### config.mk
export PLATFORM = sky130hd
export DESIGN_NAME = gdda_step
export DESIGN_NICKNAME = d
export VERILOG_FILES = /design/src/gdda_pkg.sv /design/src/gdda_step.sv
export SDC_FILE = /design/constraint.sdc
export NUM_CORES = 1
export LEC_CHECK = 0
export BUFFER_PORTS_ARGS = -buffer_cell sky130_fd_sc_hd__clkbuf_2
export CAP_MARGIN = 20
export CORE_MARGIN = 4
export CORE_UTILIZATION = 42
export DETAILED_ROUTE_END_ITERATION = 16
export PLACE_DENSITY = 0.74
export SKIP_LAST_GASP = 1
export SLEW_MARGIN = 25
export SYNTH_ARGS = -nofsm -noshare
export SYNTH_HDL_FRONTEND = slang
export SYNTH_SLANG_ARGS = --single-unit
### constraint.sdc
create_clock -name vclk -period 6.32
set_input_delay 0 -clock vclk [all_inputs]
set_output_delay 0 -clock vclk [all_outputs]
set_load 0.05 [all_outputs]
### src/gdda_pkg.sv
// ----------------------------------------------------------------------------
// gdda_pkg: shared types and codes of the grid ray walker
// Request codes, face codes, the walker state type and the step status.
// ----------------------------------------------------------------------------
`default_nettype none

package gdda_pkg;

    // Request kinds carried on i_cmd.
    localparam logic CMD_WRITE = 1'b0;
    localparam logic CMD_CAST  = 1'b1;

    // Face codes: the direction of the last step of a walk.
    localparam logic [1:0] FACE_COL_NEG = 2'd0;
    localparam logic [1:0] FACE_COL_POS = 2'd1;
    localparam logic [1:0] FACE_ROW_NEG = 2'd2;
    localparam logic [1:0] FACE_ROW_POS = 2'd3;

    typedef enum logic [0:0] {
        ST_IDLE,
        ST_WALK
    } t_state;

    // Status of one proposed step from the step unit.
    typedef struct packed {
        logic [1:0] face;
        logic       outside;
    } t_step_ctl;

endpackage

`default_nettype wire

### src/gdda_step.sv
// ----------------------------------------------------------------------------
// gdda_step: one DDA step of the grid ray walker
// Picks the axis, adds the matching delta with saturation and moves the cell,
// flagging a step that would leave the map.
// ----------------------------------------------------------------------------
`default_nettype none

module gdda_step import gdda_pkg::*; #(
    parameter int MAP_COLS  = 64,
    parameter int MAP_ROWS  = 64,
    parameter int DIST_BITS = 32,
    parameter int COL_W     = 6,
    parameter int ROW_W     = 6
) (
    input  wire logic [COL_W-1:0]     i_col,
    input  wire logic [ROW_W-1:0]     i_row,
    input  wire logic [DIST_BITS-1:0] i_col_dist,
    input  wire logic [DIST_BITS-1:0] i_row_dist,
    input  wire logic [DIST_BITS-1:0] i_dcol,
    input  wire logic [DIST_BITS-1:0] i_drow,
    input  wire logic                 i_col_neg,
    input  wire logic                 i_row_neg,
    output logic      [COL_W-1:0]     o_col,
    output logic      [ROW_W-1:0]     o_row,
    output logic      [DIST_BITS-1:0] o_col_dist,
    output logic      [DIST_BITS-1:0] o_row_dist,
    output t_step_ctl                 o_ctl
);

    localparam logic [COL_W-1:0] COL_LAST = COL_W'(MAP_COLS - 1);
    localparam logic [ROW_W-1:0] ROW_LAST = ROW_W'(MAP_ROWS - 1);

    logic [DIST_BITS:0] sum;
    logic [DIST_BITS-1:0] sat_sum;
    logic col_axis;

    // Ties go along the rows.
    assign col_axis = i_col_dist < i_row_dist;

    always_comb begin
        if (col_axis) begin
            sum = {1'b0, i_col_dist} + {1'b0, i_dcol};
        end else begin
            sum = {1'b0, i_row_dist} + {1'b0, i_drow};
        end
        sat_sum = sum[DIST_BITS] ? {DIST_BITS{1'b1}} : sum[DIST_BITS-1:0];
    end

    always_comb begin
        o_col       = i_col;
        o_row       = i_row;
        o_col_dist  = i_col_dist;
        o_row_dist  = i_row_dist;
        o_ctl       = '0;
        if (col_axis) begin
            o_col_dist = sat_sum;
            if (i_col_neg) begin
                o_ctl.face    = FACE_COL_NEG;
                o_ctl.outside = (i_col == '0);
                o_col         = i_col - COL_W'(1);
            end else begin
                o_ctl.face    = FACE_COL_POS;
                o_ctl.outside = (i_col == COL_LAST);
                o_col         = i_col + COL_W'(1);
            end
        end else begin
            o_row_dist = sat_sum;
            if (i_row_neg) begin
                o_ctl.face    = FACE_ROW_NEG;
                o_ctl.outside = (i_row == '0);
                o_row         = i_row - ROW_W'(1);
            end else begin
                o_ctl.face    = FACE_ROW_POS;
                o_ctl.outside = (i_row == ROW_LAST);
                o_row         = i_row + ROW_W'(1);
            end
        end
    end

endmodule

`default_nettype wire

# Word level (Yosys, flattened, before mapping)
# Index checks and enable logic that the tools add are counted.
dict set report classes {
  n_eq_ne 2
  add_sub_neg 6
  reduce_logical 2
  mux 11
  order_cmp 1
}
# cell count
set op_table {}
lappend op_table {{$mux W32} 3}
lappend op_table {{$add A32 B32 Y33} 2}
lappend op_table {{$mux W33} 1}
lappend op_table {{$lt A32 B32 Y1} 1}
lappend op_table {{$mux W6} 4}
lappend op_table {{$add A6 B1 Y6 const B} 2}
lappend op_table {{$eq A6 B6 Y1 const B} 2}
lappend op_table {{$logic_not A6 Y1} 2}
lappend op_table {{$sub A6 B1 Y6 const B} 2}
lappend op_table {{$mux W2} 2}
lappend op_table {{$mux W3} 1}
dict set report totals {
  regBits 0
  in_bits 142
  output_inout_bits 79
}

# Depth between registers and ports, before layout
dict set report logic_depth {
  ltp_word 4
  mapped_depth 13
}

# Worst setup path before layout
# Ideal clock, no wire load.
dict set report synth_path {
  path_kind {input to output}
  startpoint {input port i_row_dist[0]}
  endpoint {output port o_row_dist[26]}
  required_ns 6.320
  stages 11
  setup_slack_ns 3.409
  arrival_time_ns 2.911
  n_path_buf 0
  cell_sequence {ha_1 > fa_1 > a211oi_1 > nor2_1 > o21ai_1 > o21ai_1 > a21oi_1 > o21ai_1 > a221oi_1 > xnor2_1 > a2bb2oi_1}
}
dict set report synth_via {
  elab_chain_len 4
  word_cells_on_any_way 5
  classes_between {1 x add/sub; 1 x order compare; 3 x mux}
}
# item line_no
set synth_lines {}
lappend synth_lines {{from (decl)} gdda_step.sv:18} ;# input wire logic [DIST_BITS-1:0] i_row_dist,
lappend synth_lines {{$add A32 B32 Y33 or $lt A32 B32 Y1 (tied branches)} {gdda_step.sv:44, gdda_step.sv:38}}
lappend synth_lines {{$mux W33} gdda_step.sv:41} ;# if (col_axis) begin
lappend synth_lines {{$mux W32} gdda_step.sv:46} ;# sat_sum = sum[DIST_BITS] ? {DIST_BITS{1'b1}} : sum[DIST_BITS-1:0];
lappend synth_lines {{$mux W32 (*)} gdda_step.sv:55} ;# if (col_axis) begin
lappend synth_lines {{to (decl)} gdda_step.sv:26} ;# output logic [DIST_BITS-1:0] o_row_dist,
# Mark *: on every way between the ends. The rest lies on a longest branch, timed or not.

# Final worst setup path
dict set report layout_path {
  startpoint {input port i_row_dist[5]}
  endpoint {output port o_row_dist[22]}
}
# The elaborated chain is that of the path after synthesis.

==> PnR_summary.wiki <==
{| class="wikitable"
! Metric !! Value
|-
| Site Rows || 41
|-
| Wire length of the first global-routing pass || 27000 µm
|-
| Flip-flop and latch count || 0
|-
| Mean Syn Cell Area || 6.99 µm²
|-
| Aggregate negative setup slack || 0 ns
|-
| Num ports || 221
|-
| Synthesis Warnings || 0
|-
| Cell Chain, Critical Path || clkbuf_2 > inv_1 > ha_1 > a211oi_1 > nor2_1 > a2111oi_0 > a21oi_1 > o21ai_1 > o31ai_1 > a31oi_4 > clkinv_2 > nand2_1 > a2bb2oi_1 > clkbuf_2
|-
| Drt via density || 5.57
|-
| Max Clock Freq || 282 MHz
|-
| Overall global routing resource usage || 21.7%
|-
| Crit path launch type || primary input
|-
| Number of nets with antenna violations after routing || 0
|-
| Total core area || 0.0126 mm²
|-
| Maximum cell stage delay along the critical path || 0.69 ns
|-
| Cells taking the most area after synthesis || sky130_fd_sc_hd__ha_1 (24%), sky130_fd_sc_hd__a21oi_1 (7.2%), sky130_fd_sc_hd__xor2_1 (5.7%)
|-
| Number of endpoints with negative hold slack in the final report || 0
|-
| Fraction of the yosys area taken by sequential cells || 0%
|-
| Register area || 0 µm²
|-
| Cell repeated most along the worst path || sky130_fd_sc_hd__clkbuf_2
|-
| Number of antenna violations at the first check in global routing || 0
|-
| Delay-heaviest family, CP || compound AO/OA/AOI/OAI gates
|-
| Total power divided by cell area || 162 mW/mm²
|-
| Area growth from synthesis to layout || 21.3%
|-
| Fin crit share || 56.2%
|-
| Number of global-route vias before repair || 5798
|-
| Final count of negative-setup-slack endpoints || 0
|-
| Total length of routed wires || 17200 µm
|-
| Worst-case setup slack after placement || 2.84 ns
|-
| Final Max Tran Viols || 0
|-
| Setup repair after global routing missed its margin || false
|-
| Compound-gate portion of the synthesized area || 37.4%
|-
| Path type of the worst min-delay path || in2out
|-
| Post-synthesis adder-cell area fraction || 25.3%
|-
| Final hold slack || 0.409 ns
|-
| Leak || 3.41 nW
|-
| WL/cell || 15.2 µm
|-
| Total number of nets in the final design || 1214
|-
| Largest family of logic cells by synthesized area || compound AO/OA/AOI/OAI gates
|-
| Number of setup buffers added after CTS || 0
|-
| Post-synth top area share || 23.8%
|-
| Cells after Synth || 773
|-
| Worst slew pin tran || 0.864 ns
|-
| Gpl congestion || 0.933
|-
| Portion of netlist area occupied by mux cells || 0.185%
|-
| Fillcell total || 1290
|-
| Hold buffer count at cts || 0
|-
| Chip height || 121 µm
|-
| Synth unique cells || 62
|-
| Worst endpoint required time || 6.32 ns
|-
| Highest ir drop seen on vdd || 0.000102 V
|-
| Post-layout min period || 3.55 ns
|-
| Area enclosed by the die boundary || 0.0148 mm²
|-
| Max Cap Violations || 0
|-
| Maximum number of pins on one net before global-route repair || 73
|-
| Number of vias in the routed layout || 6326
|-
| Share of final-layout standard cells stronger than drive strength 1 || 25.1%
|-
| Nature of the critical path endpoint || primary output
|-
| Crit path max-delay cell type || sky130_fd_sc_hd__clkinv_2
|-
| Remaining global-route overflow || 0
|-
| Top fanout value on the critical path || 72
|-
| Post-Syn Nets || 1022
|-
| Antenna fix cells || 0
|-
| Outcome || completed
|-
| Clock tree buffer count of the final layout || 0
|-
| Worst Path Buf+Inv || 4
|-
| Count of routing violations after the opening detailed-route iteration || 360
|-
| Arrival time of the worst setup path || 3.55 ns
|-
| Starting utilization of the core area || 42.8%
|-
| Post-synth design cell area || 0.00541 mm²
|-
| Die outline width || 121 µm
|-
| Start-to-end type of the worst setup path || in2out
|-
| Worst-case setup margin in the final layout || 2.77 ns
|-
| Resized Gates After CTS || 0
|-
| Drt drc || 0
|-
| Simple-gate portion of the synthesized area || 19.1%
|-
| Synthesized-area fraction occupied by xor and xnor cells || 11.0%
|-
| Tightest slew margin relative to the limit || 42.3%
|-
| Half-perimeter wire length after detailed placement || 14900 µm
|-
| Largest area contributor in the synthesized netlist || sky130_fd_sc_hd__ha_1
|-
| Input/output buffers || 221
|-
| First-pass iteration count of the detailed router || 6
|}
-- worst paths after layout --
| check | cells after the start | slack (ns) | endpoint | from |
|---|---|---|---|---|
| worst max-delay path | 14 | 2.77 | o_row_dist[22] | i_row_dist[5] |
| worst min-delay path | 3 | 0.41 | o_row[5] | i_row[5] |
-- power breakdown --
| group | total (mW) | switching [mW] | internal (mW) |
|---|---|---|---|
| sequential | 0 | 0 | 0 |
| clock | 0 | 0 | 0 |
| combinational | 1.06 | 0.726 | 0.336 |
-- cell type report --
class	instances	area, µm²	area share, %
tap	172	215	3.28
multi-input combinational	690	5040	76.8
timing repair buffer	222	1110	17.0
inverter	51	193	2.94
-- synthesized netlist by cell type, types with 12 or more instances --
cell type	number
sky130_fd_sc_hd__nand3_1	12
sky130_fd_sc_hd__inv_1	50
sky130_fd_sc_hd__a31oi_1	31
sky130_fd_sc_hd__xor2_1	35
sky130_fd_sc_hd__a21oi_1	78
sky130_fd_sc_hd__nand2_1	48
sky130_fd_sc_hd__ha_1	103
sky130_fd_sc_hd__o21ai_0	41
sky130_fd_sc_hd__o22a_1	30
sky130_fd_sc_hd__nor2_1	77
sky130_fd_sc_hd__xnor2_1	33
sky130_fd_sc_hd__a21o_1	37
sky130_fd_sc_hd__clkbuf_1	14
sky130_fd_sc_hd__nand4_1	15
sky130_fd_sc_hd__a211oi_1	12
-- cells by family after synthesis --
kind of cell / after synthesis
buf+inv: 83
mux: 1
xor+xnor: 68
fa+ha+maj: 107
simple gates: 215
compound gates: 299
-- metrics by stage --
| stage | util, % | instances | total power [mW] | area, µm² |
|---|---|---|---|---|
| after CTS | 52.0 | 1135 | 1.06 | 6560 |
| after global placement | 51.9 | 1135 | 1.05 | 6550 |
| after floorplan | - | 773 | 0.821 | 5410 |
| final | 52.0 | 1135 | 1.06 | 6560 |
| after detailed placement | 52.0 | 1135 | 1.06 | 6560 |
| after global routing | 52.0 | 1135 | 1.15 | 6560 |
-- layer usage --
metal	global-route usage, %	wire length (µm)	vias up
met5	0	0	-
met4	4.41	405	0
met3	2.38	1030	37
met2	39.0	8160	192
met1	27.9	7650	2828
li1	-	-	3269
-- layout by cell type (no fill, tap or decap), types with 15 or more instances in the layout --
| master | instances |
|---|---|
| sky130_fd_sc_hd__nor2_1 | 77 |
| sky130_fd_sc_hd__inv_1 | 50 |
| sky130_fd_sc_hd__ha_1 | 103 |
| sky130_fd_sc_hd__xor2_1 | 35 |
| sky130_fd_sc_hd__clkbuf_2 | 221 |
| sky130_fd_sc_hd__a21oi_1 | 78 |
| sky130_fd_sc_hd__o21ai_0 | 41 |
| sky130_fd_sc_hd__xnor2_1 | 33 |
| sky130_fd_sc_hd__a21o_1 | 37 |
| sky130_fd_sc_hd__nand4_1 | 15 |
| sky130_fd_sc_hd__o22a_1 | 30 |
| sky130_fd_sc_hd__nand2_1 | 48 |
| sky130_fd_sc_hd__a31oi_1 | 31 |
-- tightest hold or removal path: stages --
cell,delay [ns]
sky130_fd_sc_hd__clkbuf_2,0.11
sky130_fd_sc_hd__xnor2_1,0.07
sky130_fd_sc_hd__clkbuf_2,0.23
No activity file was read; power rests on OpenSTA's default activity.
